## src/idee_pkg.sv

```systemverilog
// ----------------------------------------------------------------------------
// idee_pkg: shared types and constants of the infix digit evaluator
// Character codes, item classes, status codes and the queue item layout.
// ----------------------------------------------------------------------------
package idee_pkg;

   localparam int unsigned OUT_W       = 32;
   localparam int unsigned QUEUE_DEPTH = 2;

   localparam logic [7:0] CH_ZERO  = 8'h30;
   localparam logic [7:0] CH_NINE  = 8'h39;
   localparam logic [7:0] CH_PLUS  = 8'h2b;
   localparam logic [7:0] CH_MINUS = 8'h2d;
   localparam logic [7:0] CH_STAR  = 8'h2a;
   localparam logic [7:0] CH_SLASH = 8'h2f;

   typedef enum logic [2:0] {
      K_DIGIT,
      K_ADD,
      K_SUB,
      K_MUL,
      K_DIV,
      K_OTHER
   } kind_type;

   typedef enum logic [1:0] {
      ST_OK        = 2'd0,
      ST_DIV0      = 2'd1,
      ST_MALFORMED = 2'd2,
      ST_OVERFLOW  = 2'd3
   } status_type;

   typedef enum logic [1:0] {
      PD_NONE,
      PD_MUL,
      PD_DIV
   } pend_type;

   typedef enum logic [1:0] {
      BK_IDLE,
      BK_DIV,
      BK_FIN
   } back_state_type;

   typedef struct packed {
      kind_type   kind;
      logic [3:0] digit;
      logic       last;
   } item_type;

endpackage

```

## src/idee_front.sv

```systemverilog
// ----------------------------------------------------------------------------
// idee_front: input handshake and character classifier
// Sorts each character into digit, operator or other and pushes it to the queue.
// ----------------------------------------------------------------------------
module idee_front import idee_pkg::*; (
   input  logic       req_valid,
   output logic       req_ready,
   input  logic [7:0] req_char_code,
   input  logic       req_last,
   input  logic       q_full,
   output logic       q_push,
   output item_type   q_item
);

   logic [7:0] digit_off;

   always_comb begin
      digit_off    = req_char_code - CH_ZERO;
      q_item.digit = digit_off[3:0];
      q_item.last  = req_last;
      priority if (req_char_code >= CH_ZERO && req_char_code <= CH_NINE) begin
         q_item.kind = K_DIGIT;
      end else if (req_char_code == CH_PLUS) begin
         q_item.kind = K_ADD;
      end else if (req_char_code == CH_MINUS) begin
         q_item.kind = K_SUB;
      end else if (req_char_code == CH_STAR) begin
         q_item.kind = K_MUL;
      end else if (req_char_code == CH_SLASH) begin
         q_item.kind = K_DIV;
      end else begin
         q_item.kind = K_OTHER;
      end
   end

   assign req_ready = !q_full;
   assign q_push    = req_valid && !q_full;

endmodule

```

## src/idee_queue.sv

```systemverilog
// ----------------------------------------------------------------------------
// idee_queue: short item queue between front and back
// Two-entry FIFO of classified characters.
// ----------------------------------------------------------------------------
module idee_queue import idee_pkg::*; (
   input  logic     clock,
   input  logic     reset,
   input  logic     push,
   input  item_type push_item,
   output logic     full,
   output logic     pop_valid,
   output item_type pop_item,
   input  logic     pop
);

   localparam int unsigned PTR_W = $clog2(QUEUE_DEPTH);
   localparam int unsigned CNT_W = $clog2(QUEUE_DEPTH + 1);

   item_type           slot_ff [QUEUE_DEPTH];
   logic [PTR_W-1:0]   wr_ff, wr_in;
   logic [PTR_W-1:0]   rd_ff, rd_in;
   logic [CNT_W-1:0]   cnt_ff, cnt_in;

   always_comb begin
      wr_in  = push ? wr_ff + PTR_W'(1) : wr_ff;
      rd_in  = pop ? rd_ff + PTR_W'(1) : rd_ff;
      unique case ({push, pop})
         2'b10:   cnt_in = cnt_ff + CNT_W'(1);
         2'b01:   cnt_in = cnt_ff - CNT_W'(1);
         default: cnt_in = cnt_ff;
      endcase
   end

   always_ff @(posedge clock) begin
      if (reset) begin
         wr_ff  <= '0;
         rd_ff  <= '0;
         cnt_ff <= '0;
      end else begin
         wr_ff  <= wr_in;
         rd_ff  <= rd_in;
         cnt_ff <= cnt_in;
      end
   end

   always_ff @(posedge clock) begin
      if (push) begin
         slot_ff[wr_ff] <= push_item;
      end
   end

   assign full      = (cnt_ff == CNT_W'(QUEUE_DEPTH));
   assign pop_valid = (cnt_ff != '0);
   assign pop_item  = slot_ff[rd_ff];

`ifndef ASSERT_OFF
   a_cnt_bound: assert property (@(posedge clock) disable iff (reset)
      cnt_ff <= CNT_W'(QUEUE_DEPTH))
      else $error("queue count above depth");
   a_no_push_full: assert property (@(posedge clock) disable iff (reset)
      push |-> !full)
      else $error("push into full queue");
   a_push_grows: assert property (@(posedge clock) disable iff (reset)
      (push && !pop) |=> cnt_ff == $past(cnt_ff) + CNT_W'(1))
      else $error("queue count did not advance on push");
`endif

endmodule

```

## src/idee_back.sv

```systemverilog
// ----------------------------------------------------------------------------
// idee_back: evaluation engine
// Keeps sum and term, multiplies by a digit, divides by a digit in a
// bit-serial divider, and registers the final value and status.
// ----------------------------------------------------------------------------
module idee_back import idee_pkg::*; #(
   parameter int unsigned VALUE_WIDTH = 32
) (
   input  logic               clock,
   input  logic               reset,
   input  logic               pop_valid,
   input  item_type           pop_item,
   output logic               pop,
   output logic               rsp_valid,
   input  logic               rsp_ready,
   output logic [OUT_W-1:0]   rsp_value,
   output logic [1:0]         rsp_status
);

   localparam int unsigned VW     = VALUE_WIDTH;
   localparam int unsigned CNT_W  = $clog2(VALUE_WIDTH + 1);
   localparam int unsigned PROD_W = VALUE_WIDTH + 5;

   back_state_type     state_ff, state_in;
   logic [VW-1:0]      sum_ff, sum_in;
   logic [VW-1:0]      term_ff, term_in;
   logic               sign_ff, sign_in;
   pend_type           pend_ff, pend_in;
   logic               expect_ff, expect_in;
   logic               start_ff, start_in;
   status_type         err_ff, err_in;
   logic               fin_ff, fin_in;
   logic [CNT_W-1:0]   cnt_ff, cnt_in;
   logic [VW-1:0]      quo_ff, quo_in;
   logic [3:0]         rem_ff, rem_in;
   logic [3:0]         dvs_ff, dvs_in;
   logic               dneg_ff, dneg_in;
   logic               rsp_valid_ff, rsp_valid_in;
   logic [OUT_W-1:0]   rsp_value_ff, rsp_value_in;
   status_type         rsp_status_ff, rsp_status_in;

   logic signed [PROD_W-1:0] prod;
   logic                     prod_ovf;
   logic [VW-1:0]            commit_val;
   logic                     commit_ovf;
   logic [VW-1:0]            term_mag;
   logic [4:0]               part;
   logic [4:0]               part_diff;
   logic                     part_ge;
   logic [3:0]               rem_next;
   logic [VW-1:0]            quo_step;
   logic [VW-1:0]            quo_done;
   logic                     start_div;
   logic                     is_addsub;
   logic                     flag_en;
   status_type               flag_code;
   status_type               fin_err;
   logic [VW-1:0]            fin_val;

   always_comb begin
      prod     = PROD_W'($signed(term_ff)) * PROD_W'($signed({1'b0, pop_item.digit}));
      prod_ovf = !((&prod[PROD_W-1:VW-1]) || !(|prod[PROD_W-1:VW-1]));
      if (sign_ff) begin
         commit_val = sum_ff - term_ff;
         commit_ovf = (sum_ff[VW-1] != term_ff[VW-1]) && (commit_val[VW-1] != sum_ff[VW-1]);
      end else begin
         commit_val = sum_ff + term_ff;
         commit_ovf = (sum_ff[VW-1] == term_ff[VW-1]) && (commit_val[VW-1] != sum_ff[VW-1]);
      end
      term_mag  = term_ff[VW-1] ? -term_ff : term_ff;
      part      = {rem_ff, quo_ff[VW-1]};
      part_diff = part - {1'b0, dvs_ff};
      part_ge   = (part >= {1'b0, dvs_ff});
      rem_next  = part_ge ? part_diff[3:0] : part[3:0];
      quo_step  = {quo_ff[VW-2:0], part_ge};
      quo_done  = dneg_ff ? -quo_step : quo_step;
      is_addsub = (pop_item.kind == K_ADD) || (pop_item.kind == K_SUB);
      start_div = expect_ff && (pop_item.kind == K_DIGIT) && (pend_ff == PD_DIV)
                  && (pop_item.digit != 4'd0);
   end

   always_comb begin
      state_in = state_ff;
      unique case (state_ff)
         BK_IDLE: begin
            if (pop_valid) begin
               if (start_div) begin
                  state_in = BK_DIV;
               end else if (pop_item.last) begin
                  state_in = BK_FIN;
               end
            end
         end
         BK_DIV: begin
            if (cnt_ff == CNT_W'(1)) begin
               state_in = fin_ff ? BK_FIN : BK_IDLE;
            end
         end
         BK_FIN: begin
            if (!rsp_valid_ff) begin
               state_in = BK_IDLE;
            end
         end
         default: state_in = BK_IDLE;
      endcase
   end

   always_comb begin
      sum_in        = sum_ff;
      term_in       = term_ff;
      sign_in       = sign_ff;
      pend_in       = pend_ff;
      expect_in     = expect_ff;
      start_in      = start_ff;
      err_in        = err_ff;
      fin_in        = fin_ff;
      cnt_in        = cnt_ff;
      quo_in        = quo_ff;
      rem_in        = rem_ff;
      dvs_in        = dvs_ff;
      dneg_in       = dneg_ff;
      rsp_valid_in  = rsp_valid_ff && !rsp_ready;
      rsp_value_in  = rsp_value_ff;
      rsp_status_in = rsp_status_ff;
      flag_en       = 1'b0;
      flag_code     = ST_OK;
      fin_err       = err_ff;
      fin_val       = '0;
      pop           = 1'b0;
      unique case (state_ff)
         BK_IDLE: begin
            if (pop_valid) begin
               pop    = 1'b1;
               fin_in = pop_item.last;
               if (expect_ff) begin
                  if (pop_item.kind == K_DIGIT) begin
                     unique case (pend_ff)
                        PD_MUL: begin
                           term_in   = prod[VW-1:0];
                           flag_en   = prod_ovf;
                           flag_code = ST_OVERFLOW;
                        end
                        PD_DIV: begin
                           if (pop_item.digit == 4'd0) begin
                              flag_en   = 1'b1;
                              flag_code = ST_DIV0;
                              term_in   = '0;
                           end else begin
                              dvs_in  = pop_item.digit;
                              dneg_in = term_ff[VW-1];
                              quo_in  = term_mag;
                              rem_in  = '0;
                              cnt_in  = CNT_W'(VW);
                           end
                        end
                        default: term_in = VW'(pop_item.digit);
                     endcase
                     pend_in   = PD_NONE;
                     expect_in = 1'b0;
                  end else if (is_addsub && start_ff) begin
                     sum_in  = '0;
                     term_in = '0;
                     sign_in = (pop_item.kind == K_SUB);
                     pend_in = PD_NONE;
                  end else begin
                     flag_en   = 1'b1;
                     flag_code = ST_MALFORMED;
                  end
               end else begin
                  if (pop_item.kind == K_MUL || pop_item.kind == K_DIV) begin
                     pend_in   = (pop_item.kind == K_MUL) ? PD_MUL : PD_DIV;
                     expect_in = 1'b1;
                  end else if (is_addsub) begin
                     sum_in    = commit_val;
                     flag_en   = commit_ovf;
                     flag_code = ST_OVERFLOW;
                     term_in   = '0;
                     sign_in   = (pop_item.kind == K_SUB);
                     pend_in   = PD_NONE;
                     expect_in = 1'b1;
                  end else begin
                     flag_en   = 1'b1;
                     flag_code = ST_MALFORMED;
                  end
               end
               start_in = 1'b0;
            end
         end
         BK_DIV: begin
            quo_in = quo_step;
            rem_in = rem_next;
            cnt_in = cnt_ff - CNT_W'(1);
            if (cnt_ff == CNT_W'(1)) begin
               term_in = quo_done;
            end
         end
         BK_FIN: begin
            if (!rsp_valid_ff) begin
               if (err_ff == ST_OK) begin
                  if (expect_ff) begin
                     fin_err = ST_MALFORMED;
                  end else if (commit_ovf) begin
                     fin_err = ST_OVERFLOW;
                  end
               end
               fin_val = expect_ff ? '0 : commit_val;
               if (fin_err == ST_DIV0 || fin_err == ST_MALFORMED) begin
                  fin_val = '0;
               end
               rsp_value_in  = OUT_W'($signed(fin_val));
               rsp_status_in = fin_err;
               rsp_valid_in  = 1'b1;
               sum_in        = '0;
               term_in       = '0;
               sign_in       = 1'b0;
               pend_in       = PD_NONE;
               expect_in     = 1'b1;
               start_in      = 1'b1;
               err_in        = ST_OK;
               fin_in        = 1'b0;
            end
         end
         default: ;
      endcase
      if (flag_en && err_ff == ST_OK) begin
         err_in = flag_code;
      end
   end

   always_ff @(posedge clock) begin
      if (reset) begin
         state_ff     <= BK_IDLE;
         sum_ff       <= '0;
         term_ff      <= '0;
         sign_ff      <= 1'b0;
         pend_ff      <= PD_NONE;
         expect_ff    <= 1'b1;
         start_ff     <= 1'b1;
         err_ff       <= ST_OK;
         fin_ff       <= 1'b0;
         cnt_ff       <= '0;
         rsp_valid_ff <= 1'b0;
      end else begin
         state_ff     <= state_in;
         sum_ff       <= sum_in;
         term_ff      <= term_in;
         sign_ff      <= sign_in;
         pend_ff      <= pend_in;
         expect_ff    <= expect_in;
         start_ff     <= start_in;
         err_ff       <= err_in;
         fin_ff       <= fin_in;
         cnt_ff       <= cnt_in;
         rsp_valid_ff <= rsp_valid_in;
      end
   end

   always_ff @(posedge clock) begin
      quo_ff        <= quo_in;
      rem_ff        <= rem_in;
      dvs_ff        <= dvs_in;
      dneg_ff       <= dneg_in;
      rsp_value_ff  <= rsp_value_in;
      rsp_status_ff <= rsp_status_in;
   end

   assign rsp_valid  = rsp_valid_ff;
   assign rsp_value  = rsp_value_ff;
   assign rsp_status = rsp_status_ff;

`ifndef ASSERT_OFF
   a_fin_delivers: assert property (@(posedge clock) disable iff (reset)
      (state_ff == BK_FIN && !rsp_valid_ff) |=> rsp_valid_ff)
      else $error("final result not registered");
   a_div_operands: assert property (@(posedge clock) disable iff (reset)
      (state_ff == BK_DIV) |-> (dvs_ff != 4'd0 && cnt_ff != '0))
      else $error("divider running with zero divisor or count");
   a_fresh_after_fin: assert property (@(posedge clock) disable iff (reset)
      (state_ff == BK_FIN && !rsp_valid_ff) |=> (start_ff && expect_ff && err_ff == ST_OK))
      else $error("state not cleared after result");
`endif

endmodule

```

## src/infix_digit_expression_evaluator.sv

```systemverilog
// ----------------------------------------------------------------------------
// infix_digit_expression_evaluator: single-digit infix expression evaluator
// Evaluates + - * / over digits with the usual precedence, one character
// per beat, and returns value and status on the final character.
// ----------------------------------------------------------------------------
// Usage:
//   req_ channel: one ASCII character per beat, req_last on the final one.
//   rsp_ channel: one beat per expression, rsp_value (32-bit signed) and
//   rsp_status (ok, division by zero, malformed, overflow).
//   A two-entry queue sits between the classifier and the evaluation engine,
//   so req_ready stays high while the engine is busy until the queue fills.
//   The engine pops a character whenever it is idle; a digit after '/' is
//   popped and then divided in the bit-serial divider, and the engine takes
//   no new character until the divider is done or a final one is finished.
//   A final character goes through the queue and the engine, and through
//   the divider when it divides; the finish state registers the result.
//   A stalled result holds in the output register; the engine waits for it
//   to drain only when the next result is due, and keeps accepting beats
//   until the queue fills.
//   Reset clears sum, term and control state at once; no warm-up is needed.
// ----------------------------------------------------------------------------
module infix_digit_expression_evaluator import idee_pkg::*; #(
   parameter int unsigned VALUE_WIDTH = 32
) (
   input  logic               clock,
   input  logic               reset,
   input  logic               req_valid,
   output logic               req_ready,
   input  logic [7:0]         req_char_code,
   input  logic               req_last,
   output logic               rsp_valid,
   input  logic               rsp_ready,
   output logic signed [31:0] rsp_value,
   output logic [1:0]         rsp_status
);

   logic     q_full;
   logic     q_push;
   item_type q_item;
   logic     q_pop_valid;
   item_type q_pop_item;
   logic     q_pop;

   idee_front u_front (
      .req_valid     (req_valid),
      .req_ready     (req_ready),
      .req_char_code (req_char_code),
      .req_last      (req_last),
      .q_full        (q_full),
      .q_push        (q_push),
      .q_item        (q_item)
   );

   idee_queue u_queue (
      .clock     (clock),
      .reset     (reset),
      .push      (q_push),
      .push_item (q_item),
      .full      (q_full),
      .pop_valid (q_pop_valid),
      .pop_item  (q_pop_item),
      .pop       (q_pop)
   );

   idee_back #(
      .VALUE_WIDTH (VALUE_WIDTH)
   ) u_back (
      .clock      (clock),
      .reset      (reset),
      .pop_valid  (q_pop_valid),
      .pop_item   (q_pop_item),
      .pop        (q_pop),
      .rsp_valid  (rsp_valid),
      .rsp_ready  (rsp_ready),
      .rsp_value  (rsp_value),
      .rsp_status (rsp_status)
   );

endmodule
```

## config.mk

```make
export PLATFORM = sky130hd
export DESIGN_NAME = infix_digit_expression_evaluator
export DESIGN_NICKNAME = d
export VERILOG_FILES = /design/src/idee_pkg.sv /design/src/idee_front.sv /design/src/idee_queue.sv /design/src/idee_back.sv /design/src/infix_digit_expression_evaluator.sv
export SDC_FILE = /design/constraint.sdc
export NUM_CORES = 1
export LEC_CHECK = 0
export ABC_CLOCK_PERIOD_IN_PS = 5280
export BUFFER_PORTS_ARGS = -buffer_cell sky130_fd_sc_hd__buf_2
export CAP_MARGIN = 20
export CORE_UTILIZATION = 58
export CTS_CLUSTER_DIAMETER = 60
export DETAILED_ROUTE_END_ITERATION = 12
export PLACE_DENSITY = 0.84
export SYNTH_ARGS = -nofsm -noshare
export SYNTH_HDL_FRONTEND = slang
export SYNTH_SLANG_ARGS = --single-unit
```

## constraint.sdc

```tcl
create_clock -name clock -period 5.28 [get_ports clock]
set_clock_uncertainty 0.15 [all_clocks]
set_input_delay 0.528 -clock clock [delete_from_list [all_inputs] [get_ports clock]]
set_output_delay 0.528 -clock clock [all_outputs]
set_load 0.1 [all_outputs]
```

# After elaboration in Yosys (flattened, before gate mapping)
# Memories as Yosys holds them, arrays and structs flattened. A register that Yosys moved wholly into a read port is not among the register bits.
# Cells that the tools add are included.
[word_totals]
register_bits = 160
ramBits = 16
in_bits = 13
elab_cells = 230
mem_count = 1
[memory_table]
columns = ["name", "depth", "width", "rd", "rd_clocked_by_memory_dff", "write_ports", "line", "source"]
rows = [
  ["u_queue.slot_ff", 2, 8, 1, 1, 1, "idee_queue.sv:19", "item_type slot_ff [QUEUE_DEPTH];"],
]
[op_classes]
addsub = 11
mul = 1
n_lt_le_gt_ge = 3
eq_ne = 38
n_mux = 113
bitwise_logic = 2
reduce_logical = 41
[ops]
columns = ["cell", "count"]
rows = [
  ["two-way mux 32 bit", 22],
  ["case mux 32 bit (2 select lines)", 3],
  ["case mux 32 bit (3 select lines)", 1],
  ["negator 32 bit", 2],
  ["two-way mux 2 bit", 26],
  ["multiplier 32 x 5 -> 37 bit", 1],
  ["two-way mux 1 bit", 35],
  ["adder 32 bit", 1],
  ["== test 8 x 6 -> 1 bit, second input constant", 4],
  ["subtractor 32 bit", 1],
  ["two-way mux 6 bit", 5],
  ["two-way mux 4 bit", 6],
  ["AND reduction 6 bit", 3],
  ["two-way mux 3 bit", 4],
  ["case mux 2 bit (2 select lines)", 3],
  ["case mux 6 bit (2 select lines)", 1],
  ["== test 2 bit, second input constant", 5],
  ["logical AND 1 bit", 10],
  ["case mux 1 bit (2 select lines)", 5],
  ["nonzero test 2 bit", 5],
  ["== test 2 x 1 -> 1 bit, second input constant", 4],
  [">= comparator 8 x 6 -> 1 bit, second input constant", 1],
  ["less-or-equal comparator 8 x 6 -> 1 bit, second input constant", 1],
  ["inequality test 2 x 1 -> 1 bit, second input constant", 4],
  ["38 further kinds", 56],
]

# Longest topological paths before layout
[logic_depth]
word_depth = 13
ltp_mapped = 21

# Hierarchy
# Synthesis repeated with hierarchy kept, for this count alone.
[hier_totals]
cells_unflattened = 2024
hier_area_um2 = 16955.0
[modules_own_cells]
columns = ["module", "n_inst", "cells_each", "area_each_um2", "seq_area_each_um2"]
rows = [
  ["idee_back", 1, 1954, 16026.6, 3873.7],
  ["idee_queue", 1, 47, 783.3, 580.6],
  ["idee_front", 1, 23, 145.1, 0.0],
]

# Worst setup path before layout
# OpenSTA, ideal clock, no wires.
[synth_path]
kind = "register -> register"
from = "register with a tool-made name"
to = "register u_back.err_ff[1]"
arrival_time_ps = 5074
t_required_ps = 5004
setup_slack_ps = -69
path_stages_with_launch = 21
n_path_buf = 2
period_less_slack_ps = 5349
cell_sequence = "dfxtp_1 > buf_2 > mux2i_1 > clkbuf_1 > nor2_1 > ha_1 > fa_1 > inv_1 > fa_1 > inv_1 > ha_1 > a21o_1 > a21oi_1 > a211oi_1 > nor4b_1 > o21ai_1 > a31oi_1 > xnor2_1 > or3_1 > a211oi_1 > o21ai_1"
[synth_lines]
columns = ["item", "line", "source"]
rows = [
  ["end signal: assignment", "idee_back.sv:251", "err_ff <= err_in;"],
  ["end: declaration", "idee_back.sv:31", "status_type err_ff, err_in;"],
]

==> impl_metrics.tcl <==
set metrics [dict create \
    status "finished with violations" \
    violations "negative setup slack" \
    yosys_warnings 0 \
    port_buffers 48 \
    cts_tree "done" \
    cp.arrival_ns 5.51 \
    grt_start_max_net_pins 71 \
    syn2layout_area_growth_pct 14.8 \
    p_seq_share_pct 20.5 \
    synth-edff-count 91 \
    slew_headroom_pct 16.1 \
    p_leak_uw 0.00809 \
    syn-num-nets 2267 \
    fin_nets 2354 \
    clock_power_share_pct 14.4 \
    finish.utilization_pct 68.2 \
    synth.avg_cell_area_um2 8.18 \
    critPathKind "register to register" \
    fillers 2154 \
    setup_ws_ns -0.0322 \
    firstDrtPassIters 6 \
    clock_latency_ns 0.46 \
    initialDrtViolationCount 1898 \
    grt_overflow 0 \
    clkSinkCount 177 \
    cts_buffer_depth 2 \
    die_area_um2 29400 \
    multiInputGateArea_um2 11500 \
    hold_buffers 0 \
    cts_htree_levels 4 \
    sw_frac_of_total_pct 49.6 \
    ys.flop_type "edfxtp_1" \
    setup_tns_ns -0.0510 \
    period_needed_ns 5.31 \
    path_clk_slew_ns 0.08 \
    start_util_pct 59.4 \
    regArea_um2 4460 \
    finalHoldViolations 0 \
    viasPerCell 6.34 \
    finalMaxSlewViolations 0 \
    worstPathRequired_ns 5.47 \
    drive_gt1_share_pct 14.1 \
    total_power_uw 9030 \
    rows 61 \
    dp_hpwl_um 36600 \
    final.period_utilization_pct 101 \
    holdCritPathClass "input pin to register" \
    io_pins 49 \
    place_area_um2 17700 \
    synth_common_cells "nor2_1 (244), nand2_1 (200), inv_1 (196)" \
    yosysSeqAreaShare_pct 26.8 \
    async_flop_share_pct 0 \
    grt_pass1_vias 15100 \
    gr-usage-met3_pct 5.78 \
    grt_use_total_pct 33.6 \
    routedWlPerCell_um 20.7 \
    irDropWorstVdd_mv 0.415 \
    drt-total-wl_um 51900 \
    p_int_uw 4550 \
    fp.dieH_um 171 \
    yosysTopAreaCellShare_pct 16.4 \
    clock.fmax_mhz 188 \
    grt_busiest_layer "met2" \
    pwr_density_cell_nw_per_um2 472 \
    use_met2_pct 55.9 \
    power_switching_uw 4480 \
    yosysUniqueCellTypes 83 \
    vias 15900 \
    route.detailed.drc 0 \
    synth-seq-cells 177 \
    yosysTopAreaCell "edfxtp_1" \
    numCtsBuffers 17 \
    fin_area_um2 19100 \
    p_comb_share_pct 65.1 \
    cp-start-kind "register" \
    cts_root_buf "clkbuf_16" \
    antenna_found_initial 0 \
    antennaDiodeCount 0 \
    synth_area_leaders "edfxtp_1 (16%), ha_1 (11%), dfxtp_1 (10%), fa_1 (8.2%), nor2_1 (5.5%)" \
    setup_viol 2 \
    dieWidth_um 171 \
    gp_congestion 0.992 \
    grt_pass1_wl_um 77000 \
    netlist_area_um2 16600 \
    synth_cells 2036 \
    core_um2 28000 \
    worstPathMaxFanout 8 \
    cp-end-kind "register" \
    rsz0062_at_grt "true" \
    cap_violations 0 \
    tightestPinTransition_ns 1.26 \
    synth.most_common_cell "nor2_1" \
    use_met1_pct 41.5 \
    drtAntennaViolNets 0 \
]
stage by stage:
step                      hold slack, ns  setup slack (ns)  cells
after detailed placement           0.319            -0.233   2451
after CTS                          0.105           0.00904   2483
after global routing               0.102            -0.160   2514
final                              0.113           -0.0322   2514
after global placement             0.307           -0.0234   2451
after floorplan                    0.256           0.00525   2036
worst paths after layout:
kind	from	endpoint	slack, ns	cells after the start
setup / recovery	register	u_back.err_ff[1]	-0.03	21
hold / removal	req_last	u_queue.slot_ff[0][0]	0.11	1
setup reg to reg	register	u_back.err_ff[1]	-0.03	21
hold reg to reg	u_back.sum_ff[18]	u_back.sum_ff[18]	0.33	2
layout by cell type (no fill, tap or decap), types with 18 or more instances in the layout:
cell	Yosys	routed
inv_2	11	23
edfxtp_1	91	91
clkbuf_16	0	21
nor2b_1	23	21
a211oi_1	34	30
o21ai_1	69	71
fa_1	68	67
o31ai_1	33	32
dfxtp_1	86	85
a21oi_1	116	109
o21ai_0	70	67
nand2_1	200	199
a21o_1	39	39
xor2_1	35	35
buf_2	6	48
ha_4	0	21
nand3_1	34	33
xnor2_1	98	98
a221oi_1	22	22
buf_4	0	95
nor3_1	33	32
nor2_1	244	240
nand2b_1	18	18
ha_1	150	120
inv_1	196	184
state kept, by name, summed over array words and instances (netlist names), named ones only:
signal	flops
u_queue.slot_ff	16
u_back.expect_ff	1
u_back.start_ff	1
u_back.term_ff	32
u_back.rsp_status	2
u_back.cnt_ff	6
u_back.sign_ff	1
u_back.quo_ff	32
u_back.dneg_ff	1
u_back.state_ff	2
u_back.rsp_valid	1
u_back.sum_ff	32
u_queue.wr_ff	1
u_back.rsp_value	32
u_back.rem_ff	4
u_queue.rd_ff	1
u_back.err_ff	2
u_queue.cnt_ff	2
u_back.fin_ff	1
u_back.pend_ff	2
u_back.dvs_ff	4
timing repair:
action,4_1_cts,5_1_grt
pin swaps,0,59
gates cloned,0,4
setup endpoints to repair,2,7
setup buffers,0,26
resized for setup,4,96
cells by family after synthesis:
logic type               share of synthesized area, %
AO/OA/AOI/OAI                                    20.6
XOR/XNOR                                         7.00
adder cells (fa/ha/maj)                          19.4
buffers and inverters                            7.06
flip-flops                                       26.8
multiplexers                                     1.25
AND/OR/NAND/NOR                                  17.9
worst max-delay path, stage by stage, from the launching register on:
cell and delay [ns]:
dfxtp_4 0.39, mux2i_4 0.25, buf_12 0.16, clkbuf_16 0.17
buf_12 0.14, nor2_1 0.06, ha_1 0.31, fa_1 0.56
inv_1 0.07, fa_1 0.55, inv_1 0.07, ha_4 0.28
buf_4 0.11, nand3_1 0.15, o21a_1 0.22, a31oi_1 0.29
a21oi_1 0.13, o21bai_1 0.21, xor2_1 0.13, or3_1 0.38
a211oi_2 0.28, o21ai_1 0.11
power by group through the flow:
stage          registers (uW)  logic, uW  clock network [uW]
3_3_place_gp             1870       4990                   0
5_1_grt                  1870       6290                1350
6_report                 1850       5870                1300
3_5_place_dp             1880       5110                   0
4_1_cts                  1850       5160                1310
2_1_floorplan            2290       3260                   0
area by class of cell:
type                    instances  share of cell area [%]
multi-input cells            1550                    60.2
flip-flops and latches        177                    23.3
repair buffers                161                    6.72
inverters                     216                    4.24
well taps                     378                    2.47
clock buffers                  20                    2.39
clock inverters                12                   0.635
metal layers:
layer | share of wire, % | vias up | wire length [um]
li1 | - | 7259 | -
met1 | 38 | 7498 | 20000
met2 | 47 | 954 | 24300
met3 | 8.9 | 237 | 4610
met4 | 5.9 | 0 | 3050
met5 | 0 | - | 0
No activity file was read; power rests on OpenSTA's default activity.
